### src/rtl/sector_cache_clock_replacement_top_macros.svh
// Assertion macros used by the sector cache controller RTL.
`ifndef SECTOR_CACHE_CLOCK_REPLACEMENT_TOP_MACROS_SVH
`define SECTOR_CACHE_CLOCK_REPLACEMENT_TOP_MACROS_SVH

`ifndef ASSERT_OFF
// Property checked on every rising edge while reset is released.
`define SCCR_ASSERT(lbl, clk, rst_n, prop, msg) \
  lbl: assert property (@(posedge clk) disable iff (!rst_n) prop) else $error(msg);
// Property checked on every rising edge, reset included.
`define SCCR_ASSERT_ALWAYS(lbl, clk, prop, msg) \
  lbl: assert property (@(posedge clk) prop) else $error(msg);
`else
`define SCCR_ASSERT(lbl, clk, rst_n, prop, msg)
`define SCCR_ASSERT_ALWAYS(lbl, clk, prop, msg)
`endif

`endif

### src/rtl/sccr_pkg.sv
// Shared constants, request codes and the result type of the sector cache controller.
package sccr_pkg;

  localparam int ENTRIES     = 64;
  localparam int SECTOR_BITS = 32;
  localparam int SLOT_W      = $clog2(ENTRIES);
  localparam int IDX_W       = $clog2(ENTRIES + 1);
  localparam int WB_W        = 32;
  localparam int TYPE_W      = 2;

  localparam logic [TYPE_W-1:0] REQ_READ  = 2'd0;
  localparam logic [TYPE_W-1:0] REQ_WRITE = 2'd1;
  localparam logic [TYPE_W-1:0] REQ_FLUSH = 2'd2;

  typedef struct packed {
    logic [SLOT_W-1:0] slot;
    logic              hit;
    logic              need_fill;
    logic              need_writeback;
    logic [WB_W-1:0]   writeback_sector;
    logic              last;
  } result_t;

endpackage

### src/rtl/sccr_tag_ram.sv
// Single-port-write, single-port-read tag memory with registered read data.
module sccr_tag_ram #(
  parameter int DEPTH = 64,
  parameter int WIDTH = 32
) (
  input  logic                     clk,
  input  logic                     we,
  input  logic [$clog2(DEPTH)-1:0] waddr,
  input  logic [WIDTH-1:0]         wdata,
  input  logic                     re,
  input  logic [$clog2(DEPTH)-1:0] raddr,
  output logic [WIDTH-1:0]         rdata_r
);

  logic [WIDTH-1:0] mem [DEPTH];

  always_ff @(posedge clk) begin
    if (we) begin
      mem[waddr] <= wdata;
    end
  end

  always_ff @(posedge clk) begin
    if (re) begin
      rdata_r <= mem[raddr];
    end
  end

endmodule

### src/rtl/sccr_out_reg.sv
// Output register that holds one result until the downstream side takes it.
module sccr_out_reg (
  input  logic                           clk,
  input  logic                           rst_n,
  input  logic                           push_valid,
  input  sccr_pkg::result_t              push_res,
  output logic                           push_ready,
  output logic                           out_valid,
  input  logic                           out_ready,
  output logic [sccr_pkg::SLOT_W-1:0]    out_slot,
  output logic                           out_hit,
  output logic                           out_need_fill,
  output logic                           out_need_writeback,
  output logic [sccr_pkg::WB_W-1:0]      out_writeback_sector,
  output logic                           out_last
);

  logic              valid_r;
  sccr_pkg::result_t data_r;

  assign push_ready = !valid_r || out_ready;

  always_ff @(posedge clk) begin
    if (!rst_n) begin
      valid_r <= 1'b0;
    end else if (push_valid && push_ready) begin
      valid_r <= 1'b1;
    end else if (out_ready) begin
      valid_r <= 1'b0;
    end
  end

  always_ff @(posedge clk) begin
    if (push_valid && push_ready) begin
      data_r <= push_res;
    end
  end

  assign out_valid            = valid_r;
  assign out_slot             = data_r.slot;
  assign out_hit              = data_r.hit;
  assign out_need_fill        = data_r.need_fill;
  assign out_need_writeback   = data_r.need_writeback;
  assign out_writeback_sector = data_r.writeback_sector;
  assign out_last             = data_r.last;

endmodule

### src/rtl/sccr_ctrl.sv
// Lookup, clock sweep and flush sequencer with the valid, dirty and reference flags.
`include "sector_cache_clock_replacement_top_macros.svh"

module sccr_ctrl (
  input  logic                                 clk,
  input  logic                                 rst_n,
  input  logic                                 in_valid,
  output logic                                 in_ready,
  input  logic [sccr_pkg::TYPE_W-1:0]          in_req_type,
  input  logic [31:0]                          in_sector,
  output logic                                 ram_we,
  output logic [sccr_pkg::SLOT_W-1:0]          ram_waddr,
  output logic [sccr_pkg::SECTOR_BITS-1:0]     ram_wdata,
  output logic                                 ram_re,
  output logic [sccr_pkg::SLOT_W-1:0]          ram_raddr,
  input  logic [sccr_pkg::SECTOR_BITS-1:0]     ram_rdata,
  output logic                                 push_valid,
  output sccr_pkg::result_t                    push_res,
  input  logic                                 push_ready
);

  localparam int N  = sccr_pkg::ENTRIES;
  localparam int SW = sccr_pkg::SLOT_W;
  localparam int IW = sccr_pkg::IDX_W;

  localparam logic [2:0] S_IDLE  = 3'd0;
  localparam logic [2:0] S_LOOK  = 3'd1;
  localparam logic [2:0] S_SWEEP = 3'd2;
  localparam logic [2:0] S_VREAD = 3'd3;
  localparam logic [2:0] S_FLUSH = 3'd4;
  localparam logic [2:0] S_FREAD = 3'd5;
  localparam logic [2:0] S_RES   = 3'd6;

  logic [2:0]                       state_r, state_nxt;
  logic [2:0]                       ret_r, ret_nxt;
  logic [sccr_pkg::TYPE_W-1:0]      type_r, type_nxt;
  logic [sccr_pkg::SECTOR_BITS-1:0] sec_r, sec_nxt;
  logic [IW-1:0]                    idx_r, idx_nxt;
  logic                             chk_v_r, chk_v_nxt;
  logic [SW-1:0]                    chk_idx_r, chk_idx_nxt;
  logic [SW-1:0]                    hand_r, hand_nxt;
  logic [SW-1:0]                    victim_r, victim_nxt;
  logic                             found_r, found_nxt;
  logic [N-1:0]                     valid_r, valid_nxt;
  logic [N-1:0]                     dirty_r, dirty_nxt;
  logic [N-1:0]                     ref_r, ref_nxt;
  sccr_pkg::result_t                res_r, res_nxt;

  logic          chk_hit;
  logic          chk_last;
  logic [SW-1:0] hand_inc;
  logic          wb;
  logic [N-1:0]  later_mask;
  logic          more_dirty;

  assign chk_hit  = chk_v_r && valid_r[chk_idx_r] && (ram_rdata == sec_r);
  assign chk_last = chk_v_r && (chk_idx_r == SW'(N - 1));
  assign hand_inc = (hand_r == SW'(N - 1)) ? '0 : hand_r + 1'b1;
  assign wb       = valid_r[victim_r] && dirty_r[victim_r];

  // Dirty entries strictly above the one being written back decide the last flag.
  assign later_mask = ~((N'(2) << victim_r) - N'(1));
  assign more_dirty = |(dirty_r & later_mask);

  assign in_ready   = (state_r == S_IDLE);
  assign push_valid = (state_r == S_RES);
  assign push_res   = res_r;

  always_comb begin
    state_nxt   = state_r;
    ret_nxt     = ret_r;
    type_nxt    = type_r;
    sec_nxt     = sec_r;
    idx_nxt     = idx_r;
    chk_v_nxt   = 1'b0;
    chk_idx_nxt = chk_idx_r;
    hand_nxt    = hand_r;
    victim_nxt  = victim_r;
    found_nxt   = found_r;
    valid_nxt   = valid_r;
    dirty_nxt   = dirty_r;
    ref_nxt     = ref_r;
    res_nxt     = res_r;
    ram_we      = 1'b0;
    ram_waddr   = victim_r;
    ram_wdata   = sec_r;
    ram_re      = 1'b0;
    ram_raddr   = victim_r;

    unique case (state_r)
      S_IDLE: begin
        if (in_valid) begin
          type_nxt  = in_req_type;
          sec_nxt   = in_sector[sccr_pkg::SECTOR_BITS-1:0];
          idx_nxt   = '0;
          found_nxt = 1'b0;
          case (in_req_type) inside
            sccr_pkg::REQ_FLUSH:                     state_nxt = S_FLUSH;
            sccr_pkg::REQ_READ, sccr_pkg::REQ_WRITE: state_nxt = S_LOOK;
            default:                                 state_nxt = S_IDLE;
          endcase
        end
      end
      S_LOOK: begin
        if (chk_hit) begin
          res_nxt = '{slot: chk_idx_r, hit: 1'b1, need_fill: 1'b0, need_writeback: 1'b0,
                      writeback_sector: '0, last: 1'b1};
          ref_nxt[chk_idx_r] = 1'b1;
          if (type_r == sccr_pkg::REQ_WRITE) begin
            dirty_nxt[chk_idx_r] = 1'b1;
          end
          ret_nxt   = S_IDLE;
          state_nxt = S_RES;
        end else if (chk_last) begin
          state_nxt = S_SWEEP;
        end else if (idx_r < IW'(N)) begin
          ram_re      = 1'b1;
          ram_raddr   = idx_r[SW-1:0];
          chk_v_nxt   = 1'b1;
          chk_idx_nxt = idx_r[SW-1:0];
          idx_nxt     = idx_r + 1'b1;
        end
      end
      S_SWEEP: begin
        hand_nxt = hand_inc;
        if (ref_r[hand_r]) begin
          ref_nxt[hand_r] = 1'b0;
        end else begin
          victim_nxt = hand_r;
          ram_re     = 1'b1;
          ram_raddr  = hand_r;
          state_nxt  = S_VREAD;
        end
      end
      S_VREAD: begin
        res_nxt = '{slot: victim_r, hit: 1'b0, need_fill: 1'b1, need_writeback: wb,
                    writeback_sector: wb ? sccr_pkg::WB_W'(ram_rdata) : '0, last: 1'b1};
        ram_we              = 1'b1;
        ram_waddr           = victim_r;
        ram_wdata           = sec_r;
        valid_nxt[victim_r] = 1'b1;
        ref_nxt[victim_r]   = 1'b1;
        dirty_nxt[victim_r] = (type_r == sccr_pkg::REQ_WRITE);
        ret_nxt             = S_IDLE;
        state_nxt           = S_RES;
      end
      S_FLUSH: begin
        if (idx_r == IW'(N)) begin
          if (found_r) begin
            state_nxt = S_IDLE;
          end else begin
            res_nxt = '{slot: '0, hit: 1'b0, need_fill: 1'b0, need_writeback: 1'b0,
                        writeback_sector: '0, last: 1'b1};
            ret_nxt   = S_IDLE;
            state_nxt = S_RES;
          end
        end else if (dirty_r[idx_r[SW-1:0]]) begin
          ram_re     = 1'b1;
          ram_raddr  = idx_r[SW-1:0];
          victim_nxt = idx_r[SW-1:0];
          state_nxt  = S_FREAD;
        end else begin
          idx_nxt = idx_r + 1'b1;
        end
      end
      S_FREAD: begin
        res_nxt = '{slot: victim_r, hit: 1'b0, need_fill: 1'b0, need_writeback: 1'b1,
                    writeback_sector: sccr_pkg::WB_W'(ram_rdata), last: !more_dirty};
        dirty_nxt[victim_r] = 1'b0;
        found_nxt           = 1'b1;
        idx_nxt             = idx_r + 1'b1;
        ret_nxt             = S_FLUSH;
        state_nxt           = S_RES;
      end
      S_RES: begin
        if (push_ready) begin
          state_nxt = ret_r;
        end
      end
      default: begin
        state_nxt = S_IDLE;
      end
    endcase
  end

  always_ff @(posedge clk) begin
    if (!rst_n) begin
      state_r <= S_IDLE;
      ret_r   <= S_IDLE;
      chk_v_r <= 1'b0;
      hand_r  <= '0;
      found_r <= 1'b0;
      valid_r <= '0;
      dirty_r <= '0;
      ref_r   <= '0;
    end else begin
      state_r <= state_nxt;
      ret_r   <= ret_nxt;
      chk_v_r <= chk_v_nxt;
      hand_r  <= hand_nxt;
      found_r <= found_nxt;
      valid_r <= valid_nxt;
      dirty_r <= dirty_nxt;
      ref_r   <= ref_nxt;
    end
  end

  always_ff @(posedge clk) begin
    type_r    <= type_nxt;
    sec_r     <= sec_nxt;
    idx_r     <= idx_nxt;
    chk_idx_r <= chk_idx_nxt;
    victim_r  <= victim_nxt;
    res_r     <= res_nxt;
  end

  `SCCR_ASSERT(a_sweep_moves_hand, clk, rst_n, (state_r == S_SWEEP) |=> (hand_r != $past(hand_r)), "clock hand stalled during sweep")
  `SCCR_ASSERT(a_victim_unreferenced, clk, rst_n, (state_r == S_VREAD) |-> !ref_r[victim_r], "victim has its reference flag set")
  `SCCR_ASSERT(a_flush_entry_dirty, clk, rst_n, (state_r == S_FREAD) |-> dirty_r[victim_r], "flush writes back a clean entry")
  `SCCR_ASSERT(a_dirty_needs_valid, clk, rst_n, (dirty_r & ~valid_r) == '0, "dirty flag set on an invalid entry")

endmodule

### src/rtl/sector_cache_clock_replacement_top.sv
// A hit is found by reading the tags in ascending slot order until one matches.
// A miss adds a clock sweep for the victim and a read of the victim's tag.
// Flush: walks the dirty flags and reads the tag of each dirty entry; one request is handled at a time.
// The next request is taken only once the sequencer is idle again, after its last result
// has entered the output register; the tag RAM scan sets how long that wait is.
// Reset (synchronous, active low) clears the flags and clock hand; tags stay, qualified by valid.
module sector_cache_clock_replacement_top (
  input  logic                              clk,
  input  logic                              rst_n,
  input  logic                              in_valid,
  output logic                              in_ready,
  input  logic [sccr_pkg::TYPE_W-1:0]       in_req_type,
  input  logic [31:0]                       in_sector,
  output logic                              out_valid,
  input  logic                              out_ready,
  output logic [sccr_pkg::SLOT_W-1:0]       out_slot,
  output logic                              out_hit,
  output logic                              out_need_fill,
  output logic                              out_need_writeback,
  output logic [sccr_pkg::WB_W-1:0]         out_writeback_sector,
  output logic                              out_last
);

  // Tag RAM access from the sequencer. The sequencer never reads and writes the
  // same entry in overlapping cycles, since each access stage waits in its own state.
  logic                             ram_we;
  logic [sccr_pkg::SLOT_W-1:0]      ram_waddr;
  logic [sccr_pkg::SECTOR_BITS-1:0] ram_wdata;
  logic                             ram_re;
  logic [sccr_pkg::SLOT_W-1:0]      ram_raddr;
  logic [sccr_pkg::SECTOR_BITS-1:0] ram_rdata;

  // Finished results travel from the sequencer to the output register, which
  // lets the next request enter while a result still waits to be taken.
  logic              push_valid;
  logic              push_ready;
  sccr_pkg::result_t push_res;

  sccr_tag_ram #(
    .DEPTH (sccr_pkg::ENTRIES),
    .WIDTH (sccr_pkg::SECTOR_BITS)
  ) u_tag_ram (
    .clk     (clk),
    .we      (ram_we),
    .waddr   (ram_waddr),
    .wdata   (ram_wdata),
    .re      (ram_re),
    .raddr   (ram_raddr),
    .rdata_r (ram_rdata)
  );

  // The sequencer scans the tags for a hit, sweeps the clock hand on a miss,
  // and walks the dirty flags on a flush, emitting one result at a time.
  sccr_ctrl u_ctrl (
    .clk         (clk),
    .rst_n       (rst_n),
    .in_valid    (in_valid),
    .in_ready    (in_ready),
    .in_req_type (in_req_type),
    .in_sector   (in_sector),
    .ram_we      (ram_we),
    .ram_waddr   (ram_waddr),
    .ram_wdata   (ram_wdata),
    .ram_re      (ram_re),
    .ram_raddr   (ram_raddr),
    .ram_rdata   (ram_rdata),
    .push_valid  (push_valid),
    .push_res    (push_res),
    .push_ready  (push_ready)
  );

  sccr_out_reg u_out_reg (
    .clk                  (clk),
    .rst_n                (rst_n),
    .push_valid           (push_valid),
    .push_res             (push_res),
    .push_ready           (push_ready),
    .out_valid            (out_valid),
    .out_ready            (out_ready),
    .out_slot             (out_slot),
    .out_hit              (out_hit),
    .out_need_fill        (out_need_fill),
    .out_need_writeback   (out_need_writeback),
    .out_writeback_sector (out_writeback_sector),
    .out_last             (out_last)
  );

endmodule

### config.mk
export PLATFORM = sky130hd
export DESIGN_NAME = sector_cache_clock_replacement_top
export DESIGN_NICKNAME = d
export VERILOG_FILES = /design/src/rtl/sccr_pkg.sv /design/src/rtl/sccr_tag_ram.sv /design/src/rtl/sccr_out_reg.sv /design/src/rtl/sccr_ctrl.sv /design/src/rtl/sector_cache_clock_replacement_top.sv
export VERILOG_INCLUDE_DIRS = /design/src /design/src/rtl
export SDC_FILE = /design/constraint.sdc
export NUM_CORES = 2
export LEC_CHECK = 0
export BUFFER_PORTS_ARGS = -buffer_cell sky130_fd_sc_hd__buf_2
export CAP_MARGIN = 20
export CORE_MARGIN = 5
export CORE_UTILIZATION = 68
export CTS_CLUSTER_DIAMETER = 80
export DETAILED_ROUTE_END_ITERATION = 10
export HOLD_SLACK_MARGIN = 0.05
export MAX_ROUTING_LAYER = met4
export PLACE_DENSITY_LB_ADDON = 0.08
export SYNTH_ARGS = -nofsm -noshare
export SYNTH_HDL_FRONTEND = slang
export SYNTH_SLANG_ARGS = --single-unit
### constraint.sdc
create_clock -name clk -period 11.19 [get_ports clk]
set_clock_uncertainty 0.15 [all_clocks]
set_input_delay 3.357 -clock clk [delete_from_list [all_inputs] [get_ports clk]]
set_output_delay 3.357 -clock clk [all_outputs]
set_load 0.01 [all_outputs]
==> results.sh <==
export IMPL_synth_area_sq_mm=0.0992
export IMPL_clkLatencyLatePin_ns=0.88
export IMPL_ios=82
export IMPL_firstDrtPassIters=7
export IMPL_numPortBuffers=81
export IMPL_drive_above_1_share=0.105
export IMPL_cp_end_kind="flip-flop"
export IMPL_synth_nets=7815
export IMPL_worstSetupStartpointType="flip-flop"
export IMPL_synth_top_cells_by_count="edfxtp_1 (2217), nand2_1 (1842), nand3_1 (610), a21oi_1 (450), o21ai_0 (327)"
export IMPL_post_route_drc_count=0
export IMPL_cts_made_buffers=229
export IMPL_nFillCells=8854
export IMPL_yosys_area_top_type="edfxtp_1"
export IMPL_hold_class="reg -> reg"
export IMPL_synth_most_common_cell="edfxtp_1"
export IMPL_path_clk_slew_ns=0.06
export IMPL_fin_cells=9895
export IMPL_synthMuxAreaShare=0.0313
export IMPL_syn_avg_cell_area_sq_um=12.8
export IMPL_leakagePower_nw=36.4
export IMPL_grt_max_degree=148
export IMPL_synth_seq_cells=2422
export IMPL_grtUsageTotal=0.457
export IMPL_yosysSeqAreaShare=0.713
export IMPL_dp_cells=9456
export IMPL_via_per_inst=7.17
export IMPL_grt_pass1_vias=66600
export IMPL_slew_headroom=0.170
export IMPL_post_route_period_util=0.753
export IMPL_die_w_um=392
export IMPL_die_y_um=392
export IMPL_cts_resized=0
export IMPL_worstRegToRegCells=16
export IMPL_grt_overflow=0
export IMPL_synth_yosys_warnings=0
export IMPL_synth_top_family_by_area="simple AND/OR/NAND/NOR gates"
export IMPL_cp_arrival_ns=8.87
export IMPL_synthDistinctLibCells=95
export IMPL_gp_congestion=0.982
export IMPL_setup_viol=0
export IMPL_area_delta_synth_final_pct=10.2
export IMPL_synth_compound_area_frac=0.0895
export IMPL_start_util=0.682
export IMPL_finalMaxSlewViolations=0
export IMPL_fmax_mhz=119
export IMPL_post_cts_buffers=0
export IMPL_dpl_hpwl_um=184000
export IMPL_root_buffer="clkbuf_16"
export IMPL_synth_ff_type="edfxtp_1"
export IMPL_die_area_sq_mm=0.154
export IMPL_rsz0062_at_grt="no"
export IMPL_drt_initial_drc_count=14400
export IMPL_clockBufferDepth=3
export IMPL_drv_cap=0
export IMPL_finalWirelength_um=343000
export IMPL_via_count=71000
export IMPL_cp_endpoint="u_tag_ram.rdata_r[29]$_DFFE_PP_"
export IMPL_grt_pass1_wl_um=479000
export IMPL_cts_hold_buf=0
export IMPL_finalHoldViolCount=0
export IMPL_cp_startpoint="u_ctrl.ram_wdata[24]$_DFFE_PP_"
export IMPL_worstMarginPinSlew_ns=1.25
export IMPL_power_total_mw=31.8
export IMPL_cts_tree="built"
export IMPL_layout_nets=7813
export IMPL_synth_async_reset_ratio=0
export IMPL_synthXorXnorAreaFrac=0.00362
export IMPL_path_max_fanout=80
export IMPL_cp_required_ns=11.64
export IMPL_synth_top_area_frac=0.671
export IMPL_finalCriticalPeriod_ns=8.42
export IMPL_post_route_util=0.752
export IMPL_criticalPathCategory="reg -> reg"
export IMPL_status="complete, no violations"
export IMPL_synth_adder_area_share=0.000379
export IMPL_p_per_area_mw_per_mm2=291
export IMPL_clkSinkCount=2422
export IMPL_htree_levels=4
export IMPL_wire_per_inst_um=34.7
export IMPL_synth_edf_count=2217
export IMPL_synth_area_top_cells="edfxtp_1 (67%), nand2_1 (7.0%), dfxtp_1 (4.1%), nand3_1 (3.1%), a21oi_1 (2.3%)"
export IMPL_rows=140
export IMPL_reg2reg_slack_ns=2.77
export IMPL_syn_inst=7774
export IMPL_core_area_sq_mm=0.145
export IMPL_setup_tns_ns=0
export IMPL_antenna_found_initial=29
export IMPL_drtAntennaViolNets=0
export IMPL_peakVddDrop_v=0.000353
export IMPL_r2r_start="u_ctrl.ram_wdata[24]$_DFFE_PP_"
export IMPL_rr_endpoint="u_tag_ram.rdata_r[29]$_DFFE_PP_"
export IMPL_synth_simple_area_share=0.136
-- state kept, by name (all words and copies together) (netlist names), 2 cells and up --
| register | flops |
|---|---|
| u_ctrl.valid_r | 64 |
| u_out_reg.out_slot | 6 |
| u_ctrl.push_res | 42 |
| u_out_reg.out_writeback_sector | 32 |
| u_ctrl.ref_r | 64 |
| u_ctrl.type_r | 2 |
| u_ctrl.chk_idx_r | 6 |
| u_ctrl.dirty_r | 64 |
| u_ctrl.ram_wdata | 32 |
| u_tag_ram.mem | 2048 |
| u_tag_ram.rdata_r | 32 |
| u_ctrl.idx_r | 7 |
| u_ctrl.ram_waddr | 6 |
| u_ctrl.hand_r | 6 |
| u_ctrl.state_r | 3 |
-- through the flow --
step	hold slack, ns	worst slack (ns)	instance area [sq um]
6_report	0.252	2.77	109000
5_1_grt	0.269	2.85	109000
4_1_cts	0.253	3.26	109000
3_5_place_dp	0.255	3.33	102000
3_3_place_gp	0.251	3.35	102000
2_1_floorplan	0.250	4.25	99200
-- cell families after synthesis --
group / after synthesis
AND/OR/NAND/NOR: 3095
flip-flops: 2422
AO/OA/AOI/OAI: 1427
buffers and inverters: 550
multiplexers: 236
XOR/XNOR: 41
adder cells (fa/ha/maj): 3
-- power by group --
part	internal (mW)	switching, mW
combinational	3.29	9.85
clock	4.35	3.38
sequential	10.6	0.277
total	18.3	13.5
-- routing by layer --
layer / track usage / share of wire / up-vias
li1: - / - / 28800
met1: 0.602 / 0.33 / 34200
met2: 0.632 / 0.42 / 6494
met3: 0.139 / 0.16 / 1396
met4: 0.280 / 0.079 / 0
met5: - / 0 / -
-- worst min-delay path by stage --
stage	to	depth (start not counted)	from
4_1_cts	u_out_reg.out_writeback_sector[2]$_DFFE_PP_	0	u_ctrl.push_res[3]$_DFFE_PP_
6_report	u_out_reg.out_writeback_sector[3]$_DFFE_PP_	0	u_ctrl.push_res[4]$_DFFE_PP_
5_1_grt	u_out_reg.out_writeback_sector[31]$_DFFE_PP_	0	u_ctrl.push_res[32]$_DFFE_PP_
3_5_place_dp	u_out_reg.out_slot[2]$_DFFE_PP_	0	u_ctrl.push_res[38]$_DFFE_PP_
3_3_place_gp	u_out_reg.out_need_writeback$_DFFE_PP_	0	u_ctrl.push_res[33]$_DFFE_PP_
2_1_floorplan	u_out_reg.out_hit$_DFFE_PP_	0	u_ctrl.push_res[35]$_DFFE_PP_
-- critical path, stage by stage, from the launching register on --
cell and delay, ns:
edfxtp_1 0.35, buf_4 0.64, xor2_1 0.37, nor4_1 0.54, nand4_1 0.23, nor4_1 1.00
o21a_1 0.42, o311a_1 0.28, a211oi_4 0.06, buf_12 0.27, buf_4 0.43, nor2_4 0.67
nand2_1 0.66, buf_4 0.53, o2111ai_1 0.27, o2111ai_1 0.62, or3_1 0.57
-- layout by cell type, fill, tap and decap left out, types with 109 or more instances in the layout --
| cell type | count |
|---|---|
| a21oi_1 | 450 |
| a31oi_1 | 109 |
| clkbuf_16 | 236 |
| nand2_1 | 1839 |
| nand3_1 | 609 |
| nor2_1 | 154 |
| mux2i_1 | 145 |
| o21ai_0 | 327 |
| buf_4 | 198 |
| dfxtp_1 | 205 |
| a22oi_1 | 153 |
| edfxtp_1 | 2217 |
-- final cells by class --
class	count	area, sq um	share of cell area
repair buffers	293	2190	0.0200
diodes	18	45.0	0.000412
inverters	24	92.6	0.000847
clock inverters	116	1120	0.0103
clock buffers	303	6320	0.0578
well taps	1917	2400	0.0219
multi-input cells	4802	26500	0.242
flip-flops and latches	2422	70700	0.646
Power figures use the tool's default switching activity.
